===== config.mk =====
export PLATFORM = sky130hd
export DESIGN_NAME = adaptive_joystick_direction_classifier
export DESIGN_NICKNAME = d
export VERILOG_FILES = /design/src/rtl/ajdc_pkg.sv /design/src/rtl/ajdc_adapt.sv /design/src/rtl/adaptive_joystick_direction_classifier.sv
export SDC_FILE = /design/constraint.sdc
export NUM_CORES = 1
export LEC_CHECK = 0
export BUFFER_PORTS_ARGS = -buffer_cell sky130_fd_sc_hd__buf_2
export CAP_MARGIN = 5
export CORE_UTILIZATION = 69
export DETAILED_ROUTE_END_ITERATION = 16
export PLACE_DENSITY = 0.89
export SYNTH_ARGS = -nofsm -noshare
export SYNTH_HDL_FRONTEND = slang
export SYNTH_HIERARCHICAL = 1
export SYNTH_SLANG_ARGS = --single-unit

===== constraint.sdc =====
create_clock -name clock -period 24.2 [get_ports clock]
set_input_delay 0 -clock clock [delete_from_list [all_inputs] [get_ports clock]]
set_output_delay 0 -clock clock [all_outputs]
set_load 0.05 [all_outputs]

===== src/rtl/ajdc_pkg.sv =====
// ----------------------------------------------------------------------------
// ajdc_pkg
// Shared types and fixed constants for the adaptive joystick direction
// classifier: threshold width, reset values, step limit and clamp bounds.
// ----------------------------------------------------------------------------
package ajdc_pkg;

   localparam int THRESH_BITS = 12;
   localparam int STEP_BITS   = 6;

   typedef logic [THRESH_BITS-1:0] thresh_type;

   // Bounds for one family of thresholds: a moved value below min_val becomes
   // under_val, and one above max_val becomes over_val.
   typedef struct packed {
      thresh_type min_val;
      thresh_type max_val;
      thresh_type under_val;
      thresh_type over_val;
   } clamp_type;

   localparam thresh_type LOW_RESET   = 12'd1500;
   localparam thresh_type HIGH_RESET  = 12'd3000;
   localparam thresh_type WIN_RESET   = 12'd400;

   localparam logic [STEP_BITS-1:0] STEP_LIMIT = 6'd50;

   localparam clamp_type LOW_CLAMP  = '{min_val:   12'd1000, max_val:  12'd2000,
                                        under_val: 12'd1100, over_val: 12'd1900};
   localparam clamp_type HIGH_CLAMP = '{min_val:   12'd2500, max_val:  12'd3500,
                                        under_val: 12'd2600, over_val: 12'd3400};

endpackage


===== src/rtl/ajdc_adapt.sv =====
// ----------------------------------------------------------------------------
// ajdc_adapt
// Next value of one threshold: when the sample lies within the window of the
// threshold, move by -d/16 (toward zero, at most 50), then clamp.
// ----------------------------------------------------------------------------
module ajdc_adapt
   import ajdc_pkg::*;
#(
   parameter int SAMPLE_BITS = 12
) (
   input  logic [SAMPLE_BITS-1:0] sample,
   input  thresh_type             thresh,
   input  thresh_type             window_half,
   input  clamp_type              limits,
   output thresh_type             thresh_next
);

   localparam int DIFF_BITS = SAMPLE_BITS + 1;

   logic signed [DIFF_BITS-1:0]   diff;
   logic [SAMPLE_BITS-1:0]        mag;
   logic [SAMPLE_BITS-1:0]        win_ext;
   logic [SAMPLE_BITS-1:0]        step_raw;
   logic [STEP_BITS-1:0]          step;
   logic                          in_window;
   logic signed [THRESH_BITS:0]   th_ext;
   logic signed [THRESH_BITS:0]   moved;
   thresh_type                    clamped;

   // distance from threshold and its magnitude
   assign diff    = signed'({1'b0, sample}) - signed'(DIFF_BITS'(thresh));
   assign mag     = diff[DIFF_BITS-1] ? SAMPLE_BITS'(-diff) : SAMPLE_BITS'(diff);
   assign win_ext = SAMPLE_BITS'(window_half);
   assign in_window = (mag <= win_ext);

   // step size: magnitude / 16, saturated at the limit
   assign step_raw = mag >> 4;
   assign step     = (step_raw > SAMPLE_BITS'(STEP_LIMIT)) ? STEP_LIMIT
                                                           : step_raw[STEP_BITS-1:0];

   // move away from the sample, then clamp into the allowed band
   assign th_ext = signed'({1'b0, thresh});
   always_comb begin
      if (diff[DIFF_BITS-1]) begin
         moved = th_ext + signed'((THRESH_BITS+1)'(step));
      end else begin
         moved = th_ext - signed'((THRESH_BITS+1)'(step));
      end
      if (moved < signed'({1'b0, limits.min_val})) begin
         clamped = limits.under_val;
      end else if (moved > signed'({1'b0, limits.max_val})) begin
         clamped = limits.over_val;
      end else begin
         clamped = moved[THRESH_BITS-1:0];
      end
   end

   // a threshold outside the window keeps its value unclamped
   assign thresh_next = in_window ? clamped : thresh;

endmodule


===== src/rtl/adaptive_joystick_direction_classifier.sv =====
// ----------------------------------------------------------------------------
// adaptive_joystick_direction_classifier
// Classifies joystick (x, y) samples into stop/right/left/backward/forward
// against four self-adjusting thresholds.
// ----------------------------------------------------------------------------
// One result per sample transaction, at a sustained rate of one per clock
// while rsp_ready stays high. The accepting edge loads the input register;
// the threshold update and flag compare between it and the response register
// land there when the transaction advances, which waits while a held
// response is not taken. The threshold registers are written in the same
// cycle the response register loads, so each sample sees the thresholds left
// by the one before it. window_half is written through the csr port, which
// is always ready and must only be written while idle.
// ----------------------------------------------------------------------------
module adaptive_joystick_direction_classifier
   import ajdc_pkg::*;
#(
   parameter int SAMPLE_BITS = 12
) (
   input  logic                   clock,
   input  logic                   reset,
   // sample request channel
   input  logic                   req_valid,
   output logic                   req_ready,
   input  logic [SAMPLE_BITS-1:0] req_x_sample,
   input  logic [SAMPLE_BITS-1:0] req_y_sample,
   // result channel
   output logic                   rsp_valid,
   input  logic                   rsp_ready,
   output logic                   rsp_stop_flag,
   output logic                   rsp_right_flag,
   output logic                   rsp_left_flag,
   output logic                   rsp_backward_flag,
   output logic                   rsp_forward_flag,
   output thresh_type             rsp_x_low_now,
   output thresh_type             rsp_x_high_now,
   output thresh_type             rsp_y_low_now,
   output thresh_type             rsp_y_high_now,
   // configuration write channel
   input  logic                   csr_valid,
   output logic                   csr_ready,
   input  thresh_type             csr_window_half
);

   logic                   s1_valid_ff, s1_valid_in;
   logic [SAMPLE_BITS-1:0] s1_x_ff, s1_y_ff;
   logic                   out_valid_ff, out_valid_in;
   thresh_type             window_ff;
   thresh_type             x_low_ff, x_high_ff, y_low_ff, y_high_ff;
   thresh_type             x_low_in, x_high_in, y_low_in, y_high_in;
   logic                   stop_ff, right_ff, left_ff, backward_ff, forward_ff;
   logic                   advance;
   logic                   req_take;

   // flow control: stage 1 moves when the response register is free or draining
   assign advance   = s1_valid_ff && (!out_valid_ff || rsp_ready);
   assign req_ready = !s1_valid_ff || advance;
   assign req_take  = req_valid && req_ready;
   assign csr_ready = 1'b1;

   assign s1_valid_in  = req_take || (s1_valid_ff && !advance);
   assign out_valid_in = advance || (out_valid_ff && !rsp_ready);

   // configuration register
   always_ff @(posedge clock) begin
      if (reset) begin
         window_ff <= WIN_RESET;
      end else if (csr_valid && csr_ready) begin
         window_ff <= csr_window_half;
      end
   end

   // input register
   always_ff @(posedge clock) begin
      if (reset) begin
         s1_valid_ff <= 1'b0;
      end else begin
         s1_valid_ff <= s1_valid_in;
      end
      if (req_take) begin
         s1_x_ff <= req_x_sample;
         s1_y_ff <= req_y_sample;
      end
   end

   // threshold update units
   ajdc_adapt #(.SAMPLE_BITS(SAMPLE_BITS)) u_x_low (
      .sample(s1_x_ff), .thresh(x_low_ff), .window_half(window_ff),
      .limits(LOW_CLAMP), .thresh_next(x_low_in));
   ajdc_adapt #(.SAMPLE_BITS(SAMPLE_BITS)) u_x_high (
      .sample(s1_x_ff), .thresh(x_high_ff), .window_half(window_ff),
      .limits(HIGH_CLAMP), .thresh_next(x_high_in));
   ajdc_adapt #(.SAMPLE_BITS(SAMPLE_BITS)) u_y_low (
      .sample(s1_y_ff), .thresh(y_low_ff), .window_half(window_ff),
      .limits(LOW_CLAMP), .thresh_next(y_low_in));
   ajdc_adapt #(.SAMPLE_BITS(SAMPLE_BITS)) u_y_high (
      .sample(s1_y_ff), .thresh(y_high_ff), .window_half(window_ff),
      .limits(HIGH_CLAMP), .thresh_next(y_high_in));

   // threshold state, written as the transaction moves to the response register
   always_ff @(posedge clock) begin
      if (reset) begin
         x_low_ff  <= LOW_RESET;
         x_high_ff <= HIGH_RESET;
         y_low_ff  <= LOW_RESET;
         y_high_ff <= HIGH_RESET;
      end else if (advance) begin
         x_low_ff  <= x_low_in;
         x_high_ff <= x_high_in;
         y_low_ff  <= y_low_in;
         y_high_ff <= y_high_in;
      end
   end

   // direction flags against the updated thresholds
   logic x_below, x_above, y_below, y_above, x_inside, y_inside;
   assign x_below  = s1_x_ff < SAMPLE_BITS'(x_low_in);
   assign x_above  = s1_x_ff > SAMPLE_BITS'(x_high_in);
   assign y_below  = s1_y_ff < SAMPLE_BITS'(y_low_in);
   assign y_above  = s1_y_ff > SAMPLE_BITS'(y_high_in);
   assign x_inside = (s1_x_ff > SAMPLE_BITS'(x_low_in)) && !x_above;
   assign y_inside = (s1_y_ff > SAMPLE_BITS'(y_low_in)) && !y_above;

   // response register
   always_ff @(posedge clock) begin
      if (reset) begin
         out_valid_ff <= 1'b0;
      end else begin
         out_valid_ff <= out_valid_in;
      end
      if (advance) begin
         stop_ff     <= x_inside && y_inside && (s1_x_ff != SAMPLE_BITS'(x_high_in))
                        && (s1_y_ff != SAMPLE_BITS'(y_high_in));
         right_ff    <= x_below;
         left_ff     <= x_above;
         backward_ff <= y_below;
         forward_ff  <= y_above;
      end
   end

   assign rsp_valid         = out_valid_ff;
   assign rsp_stop_flag     = stop_ff;
   assign rsp_right_flag    = right_ff;
   assign rsp_left_flag     = left_ff;
   assign rsp_backward_flag = backward_ff;
   assign rsp_forward_flag  = forward_ff;
   // thresholds only change when a new response loads, so they mirror it
   assign rsp_x_low_now     = x_low_ff;
   assign rsp_x_high_now    = x_high_ff;
   assign rsp_y_low_now     = y_low_ff;
   assign rsp_y_high_now    = y_high_ff;

   // checks
   a_low_band: assert property (@(posedge clock) disable iff (reset)
      x_low_ff >= LOW_CLAMP.min_val && x_low_ff <= LOW_CLAMP.max_val &&
      y_low_ff >= LOW_CLAMP.min_val && y_low_ff <= LOW_CLAMP.max_val)
      else $error("low threshold left its band");

   a_high_band: assert property (@(posedge clock) disable iff (reset)
      x_high_ff >= HIGH_CLAMP.min_val && x_high_ff <= HIGH_CLAMP.max_val &&
      y_high_ff >= HIGH_CLAMP.min_val && y_high_ff <= HIGH_CLAMP.max_val)
      else $error("high threshold left its band");

   a_hold_on_stall: assert property (@(posedge clock) disable iff (reset)
      out_valid_ff && !rsp_ready |=>
         $stable(x_low_ff) && $stable(x_high_ff) && $stable(y_low_ff) && $stable(y_high_ff))
      else $error("thresholds changed while response stalled");

   a_no_take_when_full: assert property (@(posedge clock) disable iff (reset)
      s1_valid_ff && out_valid_ff && !rsp_ready |-> !req_ready)
      else $error("request accepted with both stages full");

   a_flags_exclusive: assert property (@(posedge clock) disable iff (reset)
      out_valid_ff |-> !(stop_ff && (right_ff || left_ff || backward_ff || forward_ff)))
      else $error("stop flag raised together with a direction flag");

endmodule


# ---- After elaboration in Yosys (flattened, before gate mapping)
# Cells that the tools add are included.
dict set report totals {
  ff_bits 91
  output_inout_bits 56
  elab_cells 97
}
dict set report classes {
  addsub 16
  n_lt_le_gt_ge 22
  n_eq_ne 2
  mux 24
  n_reduce_logical 19
}
# cell n
set ops {}
lappend ops {{$mux 12} 16}
lappend ops {{$add 12x6->13} 4}
lappend ops {{$mux 13} 4}
lappend ops {{$sub 12x12->13} 4}
lappend ops {{$sub 12x6->13} 4}
lappend ops {{$gt 12x12->1} 4}
lappend ops {{$le 12x12->1} 4}
lappend ops {{$neg 12->12} 4}
lappend ops {{$gt 8x6->1 const B} 4}
lappend ops {{$gt 13x12->1 const B} 2}
lappend ops {{$gt 13x13->1 const B} 2}
lappend ops {{$lt 13x11->1 const B} 2}
lappend ops {{$lt 13x13->1 const B} 2}
lappend ops {{$lt 12x12->1} 2}
lappend ops {{$mux 6} 4}
lappend ops {{$ne 12x12->1} 2}
lappend ops {{$logic_and 1x1->1} 9}
lappend ops {{$logic_not 1->1} 6}
lappend ops {{$logic_or 1x1->1} 4}

# ---- Depth between registers and ports, before layout
# Gate-level depths: netlist of run 1.
dict set report depth {
  ltp_word 17
  depth_mapped 45
  ltp_nobuf 42
}

# ---- By module
# The synthesis of run 1 kept the hierarchy.
# mod n_inst cells_each area_each_um2
set modules_own_cells {}
lappend modules_own_cells {{ajdc_adapt at u_x_high ...} 3 410 2997.9}
lappend modules_own_cells {adaptive_joystick_direction_classifier 1 459 4379.2}
lappend modules_own_cells {{ajdc_adapt at u_x_low} 1 462 3500.9}

# ---- Least setup slack after synthesis of run 1
# Ideal clock, no wire load.
dict set report synth_path {
  path_type {flip-flop to flip-flop}
  startpoint {register y_high_ff[1] (netlist: rsp_y_high_now[1])}
  endpoint {register stop_ff (netlist: rsp_stop_flag) (data pin)}
  t_arrival_ns 9.158
  slack_ns 14.770
  stages_incl_launch_ff 42
  n_path_buf 1
  path_cell_list {dfxtp_1 > inv_1 > ha_1 > nand2b_1 > a211oi_2 > or3_4 > a2111oi_4 > or4b_4 > or3_1 > a211o_1 > and2_4 > a31o_2 > or2_1 > inv_1 > ha_1 > mux2_2 > ha_1 > a21o_1 > [6 not listed] > nor2_1 > xnor2_1 > ha_1 > nor2_1 > nor3b_1 > nor3_1 > o311a_1 > a211oi_1 > clkbuf_1 > mux2i_1 > a222oi_1 > inv_1 > ha_1 > nand4_1 > nor4_4 > nor4_1 > o41ai_1 > nor4b_2}
}
dict set report synth_between {
  elab_chain_cells 17
}
# item line_no
set synth_rtl {}
lappend synth_rtl {{start, declared} adaptive_joystick_direction_classifier.sv:49} ;# thresh_type x_low_ff, x_high_ff, y_low_ff, y_high_ff;
lappend synth_rtl {{start signal, assigned} adaptive_joystick_direction_classifier.sv:111} ;# y_high_ff <= y_high_in;
lappend synth_rtl {{$sub 12x12->13} ajdc_adapt.sv:31} ;# assign diff = signed'({1'b0, sample}) - signed'(DIFF_BITS'(thresh));
lappend synth_rtl {{$neg 12->12} ajdc_adapt.sv:32} ;# assign mag = diff[DIFF_BITS-1] ? SAMPLE_BITS'(-diff) : SAMPLE_BITS'(diff);
lappend synth_rtl {{$mux 12} ajdc_adapt.sv:32}
lappend synth_rtl {{$gt 8x6->1} ajdc_adapt.sv:38} ;# assign step = (step_raw > SAMPLE_BITS'(STEP_LIMIT)) ? STEP_LIMIT
lappend synth_rtl {{$mux 6} ajdc_adapt.sv:38}
lappend synth_rtl {{$sub 12x6->13 / $add 12x6->13 (equally long branches)} {ajdc_adapt.sv:47, ajdc_adapt.sv:45}}
lappend synth_rtl {{$mux 13} ajdc_adapt.sv:44} ;# if (diff[DIFF_BITS-1]) begin
lappend synth_rtl {{$gt 13x13->1} ajdc_adapt.sv:51} ;# end else if (moved > signed'({1'b0, limits.max_val})) begin
lappend synth_rtl {{$mux 12} ajdc_adapt.sv:51}
lappend synth_rtl {{$mux 12} ajdc_adapt.sv:49} ;# if (moved < signed'({1'b0, limits.min_val})) begin
lappend synth_rtl {{$mux 12 *} ajdc_adapt.sv:59} ;# assign thresh_next = in_window ? clamped : thresh;
lappend synth_rtl {{named net y_high_in[10]} adaptive_joystick_direction_classifier.sv:50} ;# thresh_type x_low_in, x_high_in, y_low_in, y_high_in;
lappend synth_rtl {{$gt 12x12->1} adaptive_joystick_direction_classifier.sv:120} ;# assign y_above = s1_y_ff > SAMPLE_BITS'(y_high_in);
lappend synth_rtl {{$logic_not 1->1} adaptive_joystick_direction_classifier.sv:122} ;# assign y_inside = (s1_y_ff > SAMPLE_BITS'(y_low_in)) && !y_above;
lappend synth_rtl {{$logic_and 1x1->1} adaptive_joystick_direction_classifier.sv:122}
lappend synth_rtl {{$logic_and 1x1->1 (2 in series)} adaptive_joystick_direction_classifier.sv:132} ;# stop_ff <= x_inside && y_inside && (s1_x_ff != SAMPLE_BITS'(x_high_in))
lappend synth_rtl {{$logic_and 1x1->1 *} adaptive_joystick_direction_classifier.sv:133} ;# && (s1_y_ff != SAMPLE_BITS'(y_high_in));
lappend synth_rtl {{end signal, assigned} adaptive_joystick_direction_classifier.sv:132}
lappend synth_rtl {{end, declared} adaptive_joystick_direction_classifier.sv:51} ;# logic stop_ff, right_ff, left_ff, backward_ff, forward_ff;
# The timed path passes the listed nets; every way through them passes the cells marked *.
# A chain may end at the register's enable or synchronous reset.

# ---- Worst setup path after layout of run 1
dict set report layout_path {
  startpoint {register s1_y_ff[0]}
  endpoint {register stop_ff (netlist: rsp_stop_flag) (data pin)}
}
# item line_no
set layout_lines {}
lappend layout_lines {{start, declared} adaptive_joystick_direction_classifier.sv:46} ;# logic [SAMPLE_BITS-1:0] s1_x_ff, s1_y_ff;
lappend layout_lines {{start signal, assigned} adaptive_joystick_direction_classifier.sv:82} ;# s1_y_ff <= req_y_sample;
lappend layout_lines {{$sub 12x12->13 *} ajdc_adapt.sv:31}
lappend layout_lines {{$neg 12->12} ajdc_adapt.sv:32}
lappend layout_lines {{$mux 12} ajdc_adapt.sv:32}
lappend layout_lines {{$gt 8x6->1} ajdc_adapt.sv:38}
lappend layout_lines {{$mux 6} ajdc_adapt.sv:38}
lappend layout_lines {{$sub 12x6->13 / $add 12x6->13 (equally long branches)} {ajdc_adapt.sv:47, ajdc_adapt.sv:45}}
lappend layout_lines {{$mux 13} ajdc_adapt.sv:44}
lappend layout_lines {{$gt 13x12->1} ajdc_adapt.sv:51}
lappend layout_lines {{$mux 12} ajdc_adapt.sv:51}
lappend layout_lines {{$mux 12} ajdc_adapt.sv:49}
lappend layout_lines {{$mux 12 *} ajdc_adapt.sv:59}
lappend layout_lines {{named net y_low_in[10]} adaptive_joystick_direction_classifier.sv:50}
lappend layout_lines {{$gt 12x12->1 *} adaptive_joystick_direction_classifier.sv:122}
lappend layout_lines {{$logic_and 1x1->1 *} adaptive_joystick_direction_classifier.sv:122}
lappend layout_lines {{$logic_and 1x1->1 * (2 in series)} adaptive_joystick_direction_classifier.sv:132}
lappend layout_lines {{$logic_and 1x1->1 *} adaptive_joystick_direction_classifier.sv:133}
# Marked as above.

==> results.toml, run 1 <==
[detailed_routing]
routed-via-count = 17600
wl_per_cell_um = 18.9
dr.pass1.iters = 8
vias_per_cell = 6.39
detail-route-antenna-nets = 0
totalWireLength_mm = 51.9
drc = 0
drt_iter0_drc = 1846

[setup_path]
crit_type = "reg -> reg"
end_kind = "flip-flop"
r2r_cells = 38
path_max_fanout = 13
cpMaxStageDelayCell = "a211oi_2"
cp_slowest_stage_delay_ns = 1.00
crit_top_cell = "ha_1"
cp.required_ns = 24.30
r2r-end = "rsp_stop_flag"
r2r_slack_ns = 13.28
cp-start-kind = "flip-flop"
cp.arrival_ns = 11.01
r2r-start = "s1_y_ff[0]"

[die]
top_level_ports = 97
dieArea_sq_um = 25100
die_w_um = 158
die_h_um = 158
core-area_sq_um = 23800
rows = 56
start_util_pct = 71.0

[logic_synthesis]
yosysWarningCount = 6
synth_area_leader_cell = "ha_1"
avgSynthCellArea_sq_um = 7.84
ys_seq_elements = 91
ys_types = 97
synth_edf_count = 29
synth.yosys.seq_area_share_pct = 12.5
synth_area_sq_um = 16900
synth_top_area_share_pct = 22.2
ys.flop_type = "dfxtp_1"
ys_async_sr_fraction_pct = 0
postSynthCellCount = 2151
synth_area_leaders = "ha_1 22%, dfxtp_1 7.4%, inv_1 6.8%"

[worst_hold_path]
min_from = "csr_valid"
min_path_type = "in -> reg"
holdPathEnd = "window_ff[11]"
min_path_cells = 3

[grt]
antenna_found_initial = 0
grt_max_degree = 63
grt_pass1_vias = 17000
grt_pass1_wl_mm = 81.5
overflow = 0
grt_usage_pct = 41.0

[place]
place_congestion = 0.953
portBuffers = 95
hpwl_mm = 38.3

[clock_network]
worstSkewPairLatency_ns = 0.37
cts.sinks = 91
cts_made_buffers = 9
postCtsResizedCells = 0
clock_path_buffers = 2
htree_levels = 3
cts_root_buffer = "clkbuf_16"
cts.clk_slew.worst_paths_ns = 0.09
cts_tree = "built"

[finish]
finalNetCount = 2774
multiInputGateArea_sq_um = 14000
drive_gt1_share_pct = 9.71
utilization_pct = 79.6
layout_common_cells = "306 x inv_1, 300 x ha_1, 195 x nand2_1"
seq_area_sq_um = 2110
nFillCells = 1606
final_common_cell = "inv_1"
syn_to_final_growth_pct = 12.0

[timing]
fin_crit_sh_pct = 45.1
min_period_ns = 10.92
fmax_ghz = 0.0916
slew_headroom_pct = 10.4
rsz0062_at_grt = "false"
fin_worst_skew_ns = 0.0180
tns_ns = 0
slew_violations = 0
tightestPinTransition_ns = 1.33
finalHoldViolCount = 0
setup_violations = 0

[status]
outcome = "completed"

[run]
max-cap-violations = 0
==> worst max-delay path: cells and delay by family, from the launching register on <==
kind | cells | cell delay, ns
DFF | 1 | 0.39
buffers and inverters | 3 | 0.28
adders and majority gates | 6 | 1.80
xor gates and xnor gates | 3 | 0.86
and+or+nand+nor | 12 | 2.85
muxes | 1 | 0.23
AOI/OAI and AO/OA | 13 | 4.20
==> cell families (layout without fill, tap and decap cells) <==
kind of cell,after synthesis,after routing,synth area share [%]
multiplexers,68,68,4.08
buffers and inverters,383,471,9.16
flip-flops,91,91,12.5
AO/OA/AOI/OAI,547,547,25.2
other,2,194,0.0445
AND/OR/NAND/NOR,630,630,19.2
XOR/XNOR,122,122,6.53
adder cells (fa/ha/maj),308,308,23.2
==> area by class of cell <==
cell class                      count  area share, %
Antenna cell                        1         0.0132
Clock buffer                        9           1.19
Clock inverter                      7          0.510
Inverter                          315           6.26
Multi-Input combinational cell   1868           73.9
Sequential cell                    91           11.2
Tap cell                          319           2.11
Timing Repair Buffer              140           4.81
==> routing by layer <==
metal	routed length [um]	track usage [%]
met1	20100	47.2
met2	23800	69.0
met3	4990	8.33
met4	3070	26.2
met5	0	0
==> worst max-delay path by stage <==
| stage | start | endpoint | slack, ns | cells after the start |
|---|---|---|---|---|
| floorplan | rsp_y_high_now[1] | rsp_stop_flag | 14.77 | 41 |
| global placement | s1_y_ff[1] | rsp_stop_flag | 14.22 | 36 |
| detailed placement | s1_y_ff[0] | rsp_stop_flag | 13.81 | 42 |
| CTS | s1_y_ff[1] | rsp_stop_flag | 13.71 | 41 |
| global route | s1_y_ff[0] | rsp_stop_flag | 12.92 | 38 |
| finish | s1_y_ff[0] | rsp_stop_flag | 13.28 | 38 |
==> registers in the layout (all words and copies together), names as in the netlist, 12 cells and up <==
signal / cells
rsp_x_high_now: 12
s1_y_ff: 12
window_ff: 12
rsp_x_low_now: 12
rsp_y_high_now: 12
s1_x_ff: 12
rsp_y_low_now: 12
==> cell usage after synthesis, types with 42 or more instances <==
master    instances
inv_1           306
ha_1            300
nand2_1         195
a21oi_1         143
nor2_1          129
a21o_1           91
xnor2_1          74
dfxtp_1          62
mux2i_1          62
o21ai_0          46
xor2_1           45
clkbuf_1         42
==> metrics by stage <==
stage                     std cells  setup WS (ns)  hold slack, ns  area [sq um]
after floorplan                2342          14.77          0.0989         17600
after global placement         2695          14.22           0.176         18200
after detailed placement       2695          13.81           0.179         18200
after CTS                      2749          13.71           0.125         18900
after global routing           2749          12.92           0.156         18900
final                          2750          13.28           0.129         18900
==> repair_timing <==
item,4_1_cts,5_1_grt
setup buffers,0,0
endpoints found under the hold margin,38,0
hold buffers,38,0
setup endpoints to repair,0,0
Power of run 1 is not shown: default switching activity piles up to over one toggle a cycle in this logic, so the estimate is an artifact.
==> run 2, diff against run 1 <==
--- a/config.mk
+++ b/config.mk
@@ -7,9 +7,9 @@
 export LEC_CHECK = 0
 export BUFFER_PORTS_ARGS = -buffer_cell sky130_fd_sc_hd__buf_2
 export CAP_MARGIN = 5
-export CORE_UTILIZATION = 69
+export CORE_UTILIZATION = 58
 export DETAILED_ROUTE_END_ITERATION = 16
-export PLACE_DENSITY = 0.89
+export PLACE_DENSITY = 0.79
 export SYNTH_ARGS = -nofsm -noshare
 export SYNTH_HDL_FRONTEND = slang
 export SYNTH_HIERARCHICAL = 1
==> constraint.sdc (replaced) <==
create_clock -name clock -period 10 [get_ports clock]
set_input_delay 0 -clock clock [delete_from_list [all_inputs] [get_ports clock]]
set_output_delay 0 -clock clock [all_outputs]
set_load 0.05 [all_outputs]
==> results.toml, run 2 (synthesis gave the netlist of run 1 again) <==
[die]
die_w_um = 173
core-area_sq_um = 28600
top_level_ports = 97
die_h_um = 173
dieArea_sq_um = 29800
rows = 62
start_util_pct = 58.9

[power_and_ir_drop]
pwr-share-comb_pct = 88.1
ir_drop_v = 0.000224
switchingPower_mw = 4.18
leakage_nw = 10.1
internal_power_mw = 3.32
swShare_pct = 55.7
power_frac_clock_pct = 4.7
p_seq_share_pct = 7.2
power.density_nw_per_um2 = 377

[timing]
slew_violations = 0
fmax_ghz = 0.0998
min_period_ns = 10.02
slew_headroom_pct = 14.6
fin_worst_skew_ns = 0.0155
finalHoldViolCount = 0
setup_violations = 1
hold_slack_ns = 0.113
fin_crit_sh_pct = 100
tightestPinTransition_ns = 1.28
finalWorstSetupSlack_ns = -0.0215

[detailed_routing]
drc = 0
detail-route-antenna-nets = 0
drt_iter0_drc = 1541
wl_per_cell_um = 17.6
dr.pass1.iters = 6
vias_per_cell = 5.96
totalWireLength_mm = 50.8
routed-via-count = 17200

[finish]
final_common_cell = "inv_1"
drive_gt1_share_pct = 14.4
antenna_cells = 0
syn_to_final_growth_pct = 18.0
finalNetCount = 2840
layout_common_cells = "305 x inv_1, 293 x ha_1, 193 x nand2_1, 193 x conb_1, 139 x a21oi_1"
layoutNonFillerInstCount = 2880

[grt]
grt_pass1_wl_mm = 79.6
grt_usage_pct = 32.4
grt_max_degree = 63
antenna_found_initial = 0
overflow = 0
grt_pass1_vias = 16500

[place]
hpwl_mm = 38.1
placedCellCount = 2781
portBuffers = 95
place_congestion = 0.919

[clock_network]
cts_made_buffers = 9
cts.sinks = 91
cts_root_buffer = "clkbuf_16"
worstSkewPairLatency_ns = 0.38
cts_tree = "built"
htree_levels = 3
cts.clk_slew.worst_paths_ns = 0.08
clock_path_buffers = 2

[setup_path]
cp.required_ns = 10.12
cp-start-kind = "flip-flop"
end_kind = "flip-flop"
cp.arrival_ns = 10.14
cp_slowest_stage_delay_ns = 0.60
cpMaxStageDelayCell = "a222oi_1"
path_max_fanout = 5
crit_type = "reg -> reg"

[run]
max-cap-violations = 0

[worst_hold_path]
min_path_type = "in -> reg"

[status]
violations = "setup timing"
outcome = "complete, but fails checks"
==> run 2: path summary, 6_finish.rpt <==
| path | startpoint | end | slack, ns | cells past startpoint |
|---|---|---|---|---|
| worst max register to register | s1_y_ff[0] | rsp_stop_flag | -0.02 | 40 |
| worst min-delay path | csr_valid | window_ff[10] | 0.11 | 3 |
| worst min register to register | rsp_x_high_now[2] | rsp_x_high_now[2] | 0.49 | 2 |
| worst max-delay path | s1_y_ff[0] | rsp_stop_flag | -0.02 | 40 |
==> run 2: critical path: cells and delay by family, from the launching register on <==
kind	cells	cell delay [ns]
adder cells (fa/ha/maj)	7	2.17
XOR/XNOR	1	0.20
AO/OA/AOI/OAI	17	4.41
buffers and inverters	3	0.26
flip-flops	1	0.39
AND/OR/NAND/NOR	11	2.03
multiplexers	1	0.28
==> run 2: repair_timing <==
| action | CTS | global route |
|---|---|---|
| hold endpoints to repair | 38 | 0 |
| pin swaps | 1 | 48 |
| cloned | 0 | 2 |
| buffers inserted | 1 | 42 |
| endpoints found under the setup margin | 1 | 5 |
| hold buffers | 38 | 0 |
| resized for setup | 1 | 92 |
==> run 2: metrics by stage <==
stage	worst slack (ns)	setup TNS (ns)	power, mW	cell area (sq um)	util [%]
after global routing	-0.272	-0.468	8.14	19900	69.6
after CTS	0.00871	0	6.84	19100	66.7
after detailed placement	-0.0430	-0.0430	6.44	18400	64.4
final	-0.0215	-0.0215	7.50	19900	69.6
after floorplan	0.570	0	5.13	17600	-
after global placement	0.168	0	6.20	18400	64.4
==> run 2: cell type report <==
| cell class | instances | area [sq um] |
|---|---|---|
| fillers | 2292 | 8710 |
| clock buffers | 10 | 229 |
| inverters | 315 | 1180 |
| well taps | 384 | 480 |
| clock inverters | 6 | 46.3 |
| flip-flops and latches | 91 | 2120 |
| repair buffers | 204 | 1390 |
| multi-input cells | 1870 | 14500 |
==> run 2: power groups by stage <==
stage	logic, mW	clock network (mW)	registers [mW]
after floorplan	4.46	0	0.668
after global placement	5.66	0	0.542
after global routing	7.23	0.369	0.546
after CTS	5.96	0.349	0.534
final	6.61	0.355	0.541
after detailed placement	5.89	0	0.542
==> run 2: layer usage <==
| metal | track usage [%] | wire (um) | share of wire [%] |
|---|---|---|---|
| met5 | 0 | 0 | 0 |
| met2 | 55.0 | 24000 | 47 |
| met4 | 17.2 | 2400 | 4.7 |
| met1 | 39.3 | 21000 | 41 |
| met3 | 5.17 | 3480 | 6.8 |
Note: power is estimated with default switching activity, not from simulation.
